--- src/design/biq_pkg.sv ---
`timescale 1ns / 1ps
`default_nettype none
// ----------------------------------------------------------------------------
// biq_pkg: shared types and constants for the biquad filter
// Widths of the digit-serial multiply-accumulate path and register indexes.
// ----------------------------------------------------------------------------
package biq_pkg;

  localparam int COEF_W     = 32;                 // coefficient and state width
  localparam int DIGIT_W    = 4;                  // coefficient bits per cycle
  localparam int N_DIGITS   = COEF_W / DIGIT_W;
  localparam int CNT_W      = $clog2(N_DIGITS);
  localparam int N_LANES    = 3;                  // products summed per pass
  localparam int PP_W       = COEF_W + DIGIT_W + 1;
  localparam int ACC_W      = PP_W + 3;
  localparam int SUM_W      = ACC_W + COEF_W;
  localparam int CFG_ADDR_W = 3;

  typedef logic signed [COEF_W-1:0] coef_t;
  typedef logic signed [ACC_W-1:0]  acc_t;
  typedef logic signed [SUM_W-1:0]  sum_t;

  typedef enum logic [CFG_ADDR_W-1:0] {
    CFG_FF_COEF_0 = 3'd0,
    CFG_FF_COEF_1 = 3'd1,
    CFG_FF_COEF_2 = 3'd2,
    CFG_FB_COEF_1 = 3'd3,
    CFG_FB_COEF_2 = 3'd4
  } cfg_idx_e;

  typedef struct packed {
    logic load;   // restart accumulation with new coefficients
    logic run;    // consume one coefficient digit
  } mac_ctrl_t;

endpackage
`default_nettype wire

--- src/design/biq_mac.sv ---
`timescale 1ns / 1ps
`default_nettype none
// ----------------------------------------------------------------------------
// biq_mac: digit-serial sum of three products
// Coefficients shift in DIGIT_W bits per cycle while run is set, least significant first;
// the accumulator shifts right so the adder stays a few bits over the word.
// ----------------------------------------------------------------------------
module biq_mac #(
  parameter int COEF_FRAC_BITS = 24
) (
  input  logic              clk_i,
  input  logic              rst_ni,
  input  biq_pkg::mac_ctrl_t ctrl_i,
  input  biq_pkg::coef_t    coef_i [biq_pkg::N_LANES],
  input  biq_pkg::coef_t    mult_i [biq_pkg::N_LANES],
  output logic              last_o,
  output biq_pkg::sum_t     sum_o
);

  // half an lsb of the scaled result, so the final shift rounds half up
  localparam biq_pkg::acc_t ROUND_INIT = biq_pkg::ACC_W'(1) <<< (COEF_FRAC_BITS - 1);

  biq_pkg::coef_t                    coef_sr_q [biq_pkg::N_LANES];
  biq_pkg::acc_t                     acc_q;
  biq_pkg::acc_t                     acc_d;
  logic [biq_pkg::COEF_W-1:0]        low_q;
  logic [biq_pkg::CNT_W-1:0]         cnt_q;
  logic signed [biq_pkg::DIGIT_W:0]  dig [biq_pkg::N_LANES];
  logic signed [biq_pkg::PP_W-1:0]   pp  [biq_pkg::N_LANES];

  assign last_o = (cnt_q == biq_pkg::CNT_W'(biq_pkg::N_DIGITS - 1));

  always_comb begin
    acc_d = acc_q;
    for (int l = 0; l < biq_pkg::N_LANES; l++) begin
      // top digit carries the coefficient sign
      if (last_o) begin
        dig[l] = {coef_sr_q[l][biq_pkg::DIGIT_W-1], coef_sr_q[l][biq_pkg::DIGIT_W-1:0]};
      end else begin
        dig[l] = {1'b0, coef_sr_q[l][biq_pkg::DIGIT_W-1:0]};
      end
      pp[l] = mult_i[l] * dig[l];
      acc_d = acc_d + biq_pkg::ACC_W'(pp[l]);
    end
  end

  always_ff @(posedge clk_i or negedge rst_ni) begin
    if (!rst_ni) begin
      cnt_q <= '0;
    end else if (ctrl_i.load) begin
      cnt_q <= '0;
    end else if (ctrl_i.run) begin
      cnt_q <= cnt_q + biq_pkg::CNT_W'(1);
    end
  end

  always_ff @(posedge clk_i) begin
    if (ctrl_i.load) begin
      coef_sr_q <= coef_i;
      acc_q     <= ROUND_INIT;
      low_q     <= '0;
    end else if (ctrl_i.run) begin
      for (int l = 0; l < biq_pkg::N_LANES; l++) begin
        coef_sr_q[l] <= coef_sr_q[l] >>> biq_pkg::DIGIT_W;
      end
      low_q <= {acc_d[biq_pkg::DIGIT_W-1:0], low_q[biq_pkg::COEF_W-1:biq_pkg::DIGIT_W]};
      acc_q <= acc_d >>> biq_pkg::DIGIT_W;
    end
  end

  assign sum_o = $signed({acc_q, low_q});

endmodule
`default_nettype wire

--- src/design/biq_fin.sv ---
`timescale 1ns / 1ps
`default_nettype none
// ----------------------------------------------------------------------------
// biq_fin: scaling and saturation of accumulated sums
// Gives the saturated internal value w and the saturated output sample.
// ----------------------------------------------------------------------------
module biq_fin #(
  parameter int SAMPLE_BITS    = 24,
  parameter int COEF_FRAC_BITS = 24
) (
  input  biq_pkg::sum_t                  sum_i,
  input  biq_pkg::coef_t                 xq_i,
  output biq_pkg::coef_t                 w_o,
  output logic signed [SAMPLE_BITS-1:0]  y_o
);

  localparam int SF  = SAMPLE_BITS - 1;
  localparam int CF  = COEF_FRAC_BITS;
  localparam int D_W = biq_pkg::SUM_W + 1;
  localparam int Y_W = biq_pkg::SUM_W + 8;

  localparam logic signed [D_W-1:0] W_MAX = D_W'(64'sd2147483647);
  localparam logic signed [D_W-1:0] W_MIN = -W_MAX - D_W'(1);
  localparam logic signed [Y_W-1:0] S_MAX = (Y_W'(1) <<< SF) - Y_W'(1);
  localparam logic signed [Y_W-1:0] S_MIN = -S_MAX - Y_W'(1);

  biq_pkg::sum_t          scaled;
  logic signed [D_W-1:0]  diff;
  logic signed [Y_W-1:0]  y_wide;

  // rounding offset was preloaded into the accumulator
  assign scaled = sum_i >>> CF;
  assign diff   = D_W'(xq_i) - D_W'(scaled);

  always_comb begin
    if (diff > W_MAX) begin
      w_o = biq_pkg::COEF_W'(W_MAX);
    end else if (diff < W_MIN) begin
      w_o = biq_pkg::COEF_W'(W_MIN);
    end else begin
      w_o = biq_pkg::COEF_W'(diff);
    end
  end

  generate
    if (CF > SF) begin : g_ydn
      localparam logic signed [Y_W-1:0] Y_HALF = Y_W'(1) <<< (CF - SF - 1);
      assign y_wide = (Y_W'(scaled) + Y_HALF) >>> (CF - SF);
    end else if (CF < SF) begin : g_yup
      assign y_wide = Y_W'(scaled) <<< (SF - CF);
    end else begin : g_yeq
      assign y_wide = Y_W'(scaled);
    end
  endgenerate

  always_comb begin
    if (y_wide > S_MAX) begin
      y_o = SAMPLE_BITS'(S_MAX);
    end else if (y_wide < S_MIN) begin
      y_o = SAMPLE_BITS'(S_MIN);
    end else begin
      y_o = SAMPLE_BITS'(y_wide);
    end
  end

endmodule
`default_nettype wire

--- src/design/biquad_iir_filter.sv ---
`timescale 1ns / 1ps
`default_nettype none
// ----------------------------------------------------------------------------
// biquad_iir_filter: second-order iir section, direct form ii
// Samples enter on sample_in (valid/ready) and leave on sample_out
// (valid/ready), one result per request. Coefficients are written through
// cfg_we_i / cfg_addr_i / cfg_wdata_i; the user must write them only
// while the filter is idle, which the block itself does not enforce.
// Indexes: 0 ff_coef_0, 1 ff_coef_1, 2 ff_coef_2, 3 fb_coef_1, 4 fb_coef_2,
// other indexes are ignored.
// Each sample runs two passes through one digit-serial multiply-accumulate
// unit that takes 4 coefficient bits per cycle: the feedback sum, a step to
// saturate w, the feedforward sum and a step to round and saturate. A new
// request is taken only once the filter is back in idle after the last step.
// The output register lets a result wait while the next request is taken;
// if it is still full when the next result is ready, the filter holds in
// its last step until the receiver takes the old one.
// Reset gives passthrough coefficients (ff_coef_0 = 1.0), clears the
// delay line and empties the output register.
// ----------------------------------------------------------------------------
module biquad_iir_filter #(
  parameter int SAMPLE_BITS    = 24,
  parameter int COEF_FRAC_BITS = 24
) (
  input  logic                              clk_i,
  input  logic                              rst_ni,
  input  logic                              cfg_we_i,
  input  logic [biq_pkg::CFG_ADDR_W-1:0]    cfg_addr_i,
  input  logic [biq_pkg::COEF_W-1:0]        cfg_wdata_i,
  input  logic signed [SAMPLE_BITS-1:0]     sample_in_i,
  input  logic                              sample_in_valid_i,
  output logic                              sample_in_ready_o,
  output logic signed [SAMPLE_BITS-1:0]     sample_out_o,
  output logic                              sample_out_valid_o,
  input  logic                              sample_out_ready_i
);

  localparam int SF = SAMPLE_BITS - 1;
  localparam int CF = COEF_FRAC_BITS;

  typedef enum logic [2:0] {
    ST_IDLE,
    ST_FB_MAC,
    ST_FB_FIN,
    ST_FF_MAC,
    ST_FF_FIN
  } state_e;

  state_e                         state_q;
  biq_pkg::coef_t                 ff0_q, ff1_q, ff2_q, fb1_q, fb2_q;
  biq_pkg::coef_t                 w1_q, w2_q, w_q, xq_q, xq_d;
  logic signed [SAMPLE_BITS-1:0]  out_q;
  logic                           out_valid_q;

  biq_pkg::mac_ctrl_t             mac_ctrl;
  biq_pkg::coef_t                 mac_coef [biq_pkg::N_LANES];
  biq_pkg::coef_t                 mac_mult [biq_pkg::N_LANES];
  logic                           mac_last;
  biq_pkg::sum_t                  mac_sum;
  biq_pkg::coef_t                 fin_w;
  logic signed [SAMPLE_BITS-1:0]  fin_y;
  logic                           in_take;
  logic                           out_commit;

  // input scaling into the state format
  generate
    if (CF >= SF) begin : g_xup
      assign xq_d = biq_pkg::COEF_W'(sample_in_i) <<< (CF - SF);
    end else begin : g_xdn
      localparam int XW = SAMPLE_BITS + 1;
      localparam logic signed [XW-1:0] X_HALF = XW'(1) <<< (SF - CF - 1);
      logic signed [XW-1:0] x_rnd;
      assign x_rnd = XW'(sample_in_i) + X_HALF;
      assign xq_d  = biq_pkg::COEF_W'(x_rnd >>> (SF - CF));
    end
  endgenerate

  assign sample_in_ready_o  = (state_q == ST_IDLE);
  assign in_take            = sample_in_valid_i && sample_in_ready_o;
  assign out_commit         = (state_q == ST_FF_FIN) && (!out_valid_q || sample_out_ready_i);
  assign sample_out_o       = out_q;
  assign sample_out_valid_o = out_valid_q;

  always_comb begin
    mac_ctrl.load = in_take || (state_q == ST_FB_FIN);
    mac_ctrl.run  = (state_q == ST_FB_MAC) || (state_q == ST_FF_MAC);
    if (state_q == ST_IDLE) begin
      mac_coef[0] = fb1_q;
      mac_coef[1] = fb2_q;
      mac_coef[2] = '0;
    end else begin
      mac_coef[0] = ff0_q;
      mac_coef[1] = ff1_q;
      mac_coef[2] = ff2_q;
    end
    if (state_q == ST_FF_MAC) begin
      mac_mult[0] = w_q;
      mac_mult[1] = w1_q;
      mac_mult[2] = w2_q;
    end else begin
      mac_mult[0] = w1_q;
      mac_mult[1] = w2_q;
      mac_mult[2] = '0;
    end
  end

  biq_mac #(
    .COEF_FRAC_BITS(COEF_FRAC_BITS)
  ) u_mac (
    .clk_i (clk_i),
    .rst_ni(rst_ni),
    .ctrl_i(mac_ctrl),
    .coef_i(mac_coef),
    .mult_i(mac_mult),
    .last_o(mac_last),
    .sum_o (mac_sum)
  );

  biq_fin #(
    .SAMPLE_BITS   (SAMPLE_BITS),
    .COEF_FRAC_BITS(COEF_FRAC_BITS)
  ) u_fin (
    .sum_i(mac_sum),
    .xq_i (xq_q),
    .w_o  (fin_w),
    .y_o  (fin_y)
  );

  always_ff @(posedge clk_i or negedge rst_ni) begin
    if (!rst_ni) begin
      ff0_q <= biq_pkg::COEF_W'(1) <<< CF;
      ff1_q <= '0;
      ff2_q <= '0;
      fb1_q <= '0;
      fb2_q <= '0;
    end else if (cfg_we_i) begin
      case (cfg_addr_i)
        biq_pkg::CFG_FF_COEF_0: ff0_q <= cfg_wdata_i;
        biq_pkg::CFG_FF_COEF_1: ff1_q <= cfg_wdata_i;
        biq_pkg::CFG_FF_COEF_2: ff2_q <= cfg_wdata_i;
        biq_pkg::CFG_FB_COEF_1: fb1_q <= cfg_wdata_i;
        biq_pkg::CFG_FB_COEF_2: fb2_q <= cfg_wdata_i;
        default: ;
      endcase
    end
  end

  always_ff @(posedge clk_i or negedge rst_ni) begin
    if (!rst_ni) begin
      state_q     <= ST_IDLE;
      out_valid_q <= 1'b0;
      out_q       <= '0;
      xq_q        <= '0;
      w_q         <= '0;
      w1_q        <= '0;
      w2_q        <= '0;
    end else begin
      if (sample_out_ready_i && !out_commit) begin
        out_valid_q <= 1'b0;
      end
      case (state_q)
        ST_IDLE: begin
          if (in_take) begin
            xq_q    <= xq_d;
            state_q <= ST_FB_MAC;
          end
        end
        ST_FB_MAC: begin
          if (mac_last) begin
            state_q <= ST_FB_FIN;
          end
        end
        ST_FB_FIN: begin
          w_q     <= fin_w;
          state_q <= ST_FF_MAC;
        end
        ST_FF_MAC: begin
          if (mac_last) begin
            state_q <= ST_FF_FIN;
          end
        end
        ST_FF_FIN: begin
          // hold here while the previous result is still unread
          if (out_commit) begin
            out_q       <= fin_y;
            out_valid_q <= 1'b1;
            w2_q        <= w1_q;
            w1_q        <= w_q;
            state_q     <= ST_IDLE;
          end
        end
        default: begin
          state_q <= ST_IDLE;
        end
      endcase
    end
  end

endmodule
`default_nettype wire

--- config.mk ---
export PLATFORM = sky130hd
export DESIGN_NAME = biquad_iir_filter
export DESIGN_NICKNAME = d
export VERILOG_FILES = /design/src/design/biq_pkg.sv /design/src/design/biq_mac.sv /design/src/design/biq_fin.sv /design/src/design/biquad_iir_filter.sv
export SDC_FILE = /design/constraint.sdc
export NUM_CORES = 2
export LEC_CHECK = 0
export BUFFER_PORTS_ARGS = -buffer_cell sky130_fd_sc_hd__buf_2
export CAP_MARGIN = 40
export CORE_UTILIZATION = 60
export DETAILED_ROUTE_END_ITERATION = 12
export PLACE_DENSITY = 0.77
export SLEW_MARGIN = 20
export SYNTH_ARGS = -nofsm -noshare
export SYNTH_HDL_FRONTEND = slang
export SYNTH_SLANG_ARGS = --single-unit
--- constraint.sdc ---
create_clock -name clk_i -period 31.7 [get_ports clk_i]
set_input_delay 1.585 -clock clk_i [delete_from_list [all_inputs] [get_ports clk_i]]
set_output_delay 1.585 -clock clk_i [all_outputs]
set_load 0.1 [all_outputs]
# Word-level counts from Yosys, hierarchy flattened
# Cells that the tools add are included.
dict set report totals {
  ff_bits 475
  out_inout_bits 26
  wordCells 87
}
dict set report classes {
  add_sub_neg 6
  mul 3
  order_cmp 4
  eq_ne 13
  muxes 21
  reduce_logical 19
}
# op n
set ops {}
lappend ops {{$mux W96} 3}
lappend ops {{$mul A32 B5 Y37} 3}
lappend ops {{$mux W95} 1}
lappend ops {{$gt A73 B32 Y1 const B} 1}
lappend ops {{$lt A73 B32 Y1 const B} 1}
lappend ops {{$mux W32} 2}
lappend ops {{$mux W24} 2}
lappend ops {{$add A44 B2 Y45 const B} 1}
lappend ops {{$sub A25 B44 Y45} 1}
lappend ops {{$gt A44 B24 Y1 const B} 1}
lappend ops {{$lt A44 B24 Y1 const B} 1}
lappend ops {{$add A40 B37 Y40} 1}
lappend ops {{$add A38 B37 Y39} 1}
lappend ops {{$add A36 B37 Y38} 1}
lappend ops {{$mux W3} 6}
lappend ops {{$mux W5} 3}
lappend ops {{$pmux W3 S5} 1}
lappend ops {{$reduce_and A2 Y1} 7}
lappend ops {{$eq A3 B2 Y1 const B} 4}
lappend ops {{$eq A3 B3 Y1 const B} 3}
lappend ops {{$eq A3 B1 Y1 const B} 2}
lappend ops {{$logic_not A3 Y1} 2}
lappend ops {{$ne A2 B2 Y1 const B} 3}
lappend ops {{$reduce_and A4 Y1} 1}
lappend ops {{other kinds (7)} 14}

# Depth between registers and ports, before layout
dict set report depth {
  depth_word 8
  ltp_mapped 48
}

# Modules after synthesis
# A second synthesis with hierarchy kept.
dict set report hier_totals {
  cells_unflattened 4055
  hier_area_um2 42240.5
}
# module n_inst cells_per_inst area_each_um2
set modules_own_cells {}
lappend modules_own_cells {biq_mac 1 2364 23536.3}
lappend modules_own_cells {biquad_iir_filter 1 885 13434.1}
lappend modules_own_cells {biq_fin 1 806 5270.1}

# Least setup slack after synthesis
# No wires, ideal clock.
dict set report synth_timing {
  path_kind {flip-flop to flip-flop}
  startpoint {register state_q[0]}
  endpoint {register u_mac.acc_q[32]}
  setup_ps 268
  t_arrival_ps 10489
  setup_slack_ps 20943
  stages_incl_launch_ff 45
  path_buffers 4
  period_less_slack_ps 10757
  path_cell_list {dfrtp_1 > nor2b_1 > clkbuf_1 > and2_1 > clkbuf_1 > buf_1 > clkbuf_1 > nand2_1 > nand2_1 > nand2_1 > fa_1 > fa_1 > inv_1 > fa_1 > fa_1 > inv_1 > fa_1 > inv_1 > [9 not listed] > o21ai_0 > nand2b_1 > a21oi_1 > xor2_1 > fa_1 > fa_1 > inv_1 > fa_1 > ha_1 > ha_1 > and4_1 > or4b_2 > a31oi_1 > a21oi_1 > nand2b_1 > a21oi_1 > xor2_1 > o22ai_1}
}
dict set report synth_via {
  elab_chain_len 6
  elab_cells_between_ends 14
  cone_classes {3 x add/sub; 3 x mul; 3 x eq/ne; 1 x mux; 4 x reduce/logical}
}
# item line
set synth_lines {}
lappend synth_lines {{start: declaration} biquad_iir_filter.sv:49} ;# state_e state_q;
lappend synth_lines {{start signal: assignment} biquad_iir_filter.sv:150} ;# state_q <= ST_IDLE;
lappend synth_lines {{start signal: assignment} biquad_iir_filter.sv:165} ;# state_q <= ST_FB_MAC;
lappend synth_lines {{start signal: assignment} biquad_iir_filter.sv:170} ;# state_q <= ST_FB_FIN;
lappend synth_lines {{$eq A3 B2 Y1} {biquad_iir_filter.sv:86, biquad_iir_filter.sv:96}}
lappend synth_lines {{$mux W96} biquad_iir_filter.sv:96} ;# if (state_q == ST_FF_MAC) begin
lappend synth_lines {{$mul A32 B5 Y37} biq_mac.sv:42} ;# pp[l] = mult_i[l] * dig[l];
lappend synth_lines {{$add A36 B37 Y38} biq_mac.sv:43} ;# acc_d = acc_d + biq_pkg::ACC_W'(pp[l]);
lappend synth_lines {{$add A38 B37 Y39} biq_mac.sv:43}
lappend synth_lines {{$add A40 B37 Y40} biq_mac.sv:43}
lappend synth_lines {{end signal: assignment} biq_mac.sv:67} ;# acc_q <= acc_d >>> biq_pkg::DIGIT_W;
lappend synth_lines {{end: declaration} biq_mac.sv:24} ;# biq_pkg::acc_t acc_q;
# Parallel ways exist; a longest one is shown, timed or not.
# A chain may end at the register's enable or synchronous reset.

# Worst setup path after layout
# Same ends and word-level chain as after synthesis.

==> metrics.md <==
| Metric | Value |
|---|---|
| Status | `completed` |
| Netlist Area Pre-Place | `0.0411 mm^2` |
| Synth cell types | `78` |
| Vias per cell | `6.00` |
| Startpoint Class | `flop` |
| Worst setup EP type | `flop` |
| Post-CTS Hold Buffers | `0` |
| DRC violations left | `0` |
| Main synth FF type | `dfrtp_1` |
| CTS resizes | `0` |
| Core Area | `0.0675 mm^2` |
| Setup WS post-layout | `19100 ps` |
| GR Overflow Total | `0` |
| Yosys warnings | `0` |
| Crit-path max FO | `51` |
| Yosys reg bits | `451` |
| Worst skew pair latency | `620 ps` |
| Worst slack at placement | `19230 ps` |
| Post-synth EDFFs | `96` |
| Vias | `31400` |
| Nets | `5068` |
| CTS max path bufs | `3` |
| Worst-Margin Slew | `932 ps` |
| Iteration-0 DRC count of the detailed router | `2880` |
| Final setup vio count | `0` |
| Rows | `95` |
| Clock slew at the register clock pins of the worst setup and hold paths | `60 ps` |
| IO Pins | `90` |
| Number of port buffers | `89` |
| Final Hold Fails | `0` |
| Worst-path cell with the longest stage delay | `or4b_2` |
| First-pass GRT wire length | `173000 um` |
| MaxCap Viol Count | `0` |
| Detail Route Antenna Nets | `0` |
| GRT Util Overall | `0.313` |
| Share of layout cells above drive strength 1 | `0.127` |
| Most numerous cell in the Yosys netlist | `nand2_1` |
| Number of antenna violations at the first check in global routing | `4` |
| CP arrival | `13070 ps` |
| Avg Cell Area, Syn | `9.51 um^2` |
| Drt first pass iters | `5` |
| Fin cells | `5222` |
| Area added between synthesis and finish | `7.55%` |
| Final period utilization | `0.397` |
| Crit path top cell by count | `fa_1` |
| Worst relative slew slack | `0.379` |
| F_max | `79.4 MHz` |
| Sequential share of the synthesized area | `0.281` |
| CTS root buf | `clkbuf_16` |
| Crit path required time | `32180 ps` |
| Hpwl dp | `78400 um` |
| Leading area contributor after synthesis | `fa_1` |
| Initial Util | `0.609` |
| Setup CP Type | `reg -> reg` |
| Final count of pins violating max slew | `0` |
| Die area | `0.0695 mm^2` |
| Height of the die | `264 um` |
| Clock Sinks | `451` |
| Post-Route WL | `105000 um` |
| DR WL/cell | `20.1 um` |
| Post-Syn Nets | `5080` |
| Ranking of synthesized cells by area | `fa_1 22%, dfrtp_1 19%, ha_1 7.5%` |
| Vias in the first global route | `32300` |
| CTS tree | `yes` |
| Hold Crit Class | `reg -> reg` |
| Critical path's largest stage delay | `630 ps` |
| Die span in x | `264 um` |
| Num CTS Buffers | `49` |
| Setup tns final | `0 ps` |
| Routability cong. | `0.961` |
| Setup Fix Bufs, Post-CTS | `0` |
| Pin count of the biggest net entering global routing | `114` |
| H-tree depth | `2` |
| Min Tclk post-route | `12600 ps` |
| Max Clock Skew | `28.6 ps` |
| Synth async-reset ratio | `0.690` |
| Mapped Cells | `4319` |
| Commonest cells in the netlist | `795 x nand2_1, 521 x inv_1, 450 x fa_1, 310 x dfrtp_1, 272 x mux2_2` |
| Placed insts | `5127` |
| Top cell type's share of synthesized area | `0.219` |
| Final hold slack | `471 ps` |
| RSZ-0062 raised after global routing | `false` |
==> layout make-up <==
class,count,area [um^2]
multi-input combinational,3145,26900
fill,5446,23300
sequential,451,11500
inverter,522,1960
clock buffer,75,1440
tap,873,1090
timing repair buffer,138,997
clock inverter,16,228
antenna,2,5.00
==> worst paths after layout <==
| path | cells past startpoint | slack (ps) | end | start |
|---|---|---|---|---|
| worst max-delay path | 41 | 19100 | u_mac.acc_q[32]$_SDFFE_PN0P_ | state_q[0]$_DFFE_PN0P_ |
| worst min-delay path | 2 | 470 | u_mac.acc_q[4]$_SDFFE_PN0P_ | u_mac.acc_q[4]$_SDFFE_PN0P_ |
| worst max register to register | 41 | 19100 | u_mac.acc_q[32]$_SDFFE_PN0P_ | state_q[0]$_DFFE_PN0P_ |
| worst min register to register | 2 | 470 | u_mac.acc_q[4]$_SDFFE_PN0P_ | u_mac.acc_q[4]$_SDFFE_PN0P_ |
| max in group asynchronous | 5 | 28550 | ff0_q[24]$_DFFE_PN1P_ | rst_ni |
| min in group asynchronous | 1 | 1060 | w2_q[0]$_DFFE_PN0P_ | rst_ni |
==> worst max-delay path: cells and delay by family (launching register included) <==
kind / cells / cell delay (ps)
AOI/OAI and AO/OA: 12 / 2630
xor gates and xnor gates: 2 / 340
DFF: 1 / 480
muxes: 1 / 450
adders and majority gates: 11 / 5130
and+or+nand+nor: 9 / 2150
buffers and inverters: 6 / 1200
==> per-stage QoR <==
| stage | cell area (um^2) | util |
|---|---|---|
| after detailed placement | 42500 | 0.629 |
| after global routing | 44200 | 0.654 |
| after floorplan | 41100 | - |
| after CTS | 44100 | 0.654 |
| after global placement | 42300 | 0.626 |
| final | 44200 | 0.655 |
==> per-layer routing <==
metal | wire length, um | GRT usage | vias to the layer above
met3 | 7370 | 0.0518 | 217
met4 | 3760 | 0.107 | 6
met1 | 43000 | 0.414 | 15700
li1 | - | - | 14300
met5 | 37 | 0 | -
met2 | 50900 | 0.523 | 1121
==> cell usage in the layout, fill, tap and decap left out, types with 25 or more instances in the layout <==
master / n
or2_2: 29
clkbuf_16: 49
xor2_1: 42
ha_1: 247
o21ai_0: 112
o2111ai_1: 33
a21o_1: 57
buf_2: 88
edfxtp_1: 96
dfrtp_1: 310
nand4_1: 25
a21oi_1: 112
and2_1: 129
fa_1: 450
and3_1: 25
nor4_1: 35
nor2b_1: 28
buf_4: 38
nor2_1: 184
inv_1: 518
a31oi_1: 80
a211oi_1: 43
nand2_1: 793
nor3_1: 30
xnor2_1: 88
nand3_1: 85
mux2_2: 272
dfxtp_1: 44
==> logic make-up after synthesis <==
family,share of synthesized area
AOI/OAI and AO/OA,0.0965
xor gates and xnor gates,0.0279
adders and majority gates,0.294
buffers and inverters,0.0664
DFF,0.281
muxes,0.0762
and+or+nand+nor,0.157
==> state kept, by name, summed over array words and instances (netlist names) <==
| register | cells |
|---|---|
| w2_q | 32 |
| w1_q | 32 |
| u_mac.coef_sr_q | 96 |
| ff1_q | 32 |
| fb1_q | 32 |
| w_q | 32 |
| ff2_q | 32 |
| u_mac.low_q | 8 |
| sample_out_valid_o | 1 |
| state_q | 3 |
| fb2_q | 32 |
| sample_out_o | 24 |
| ff0_q | 32 |
| xq_q | 24 |
| u_mac.cnt_q | 3 |
| u_mac.acc_q | 36 |
Power is left out: the tool's default activity adds up to more than one toggle a clock period on the data nets, which glitch-free logic cannot reach.
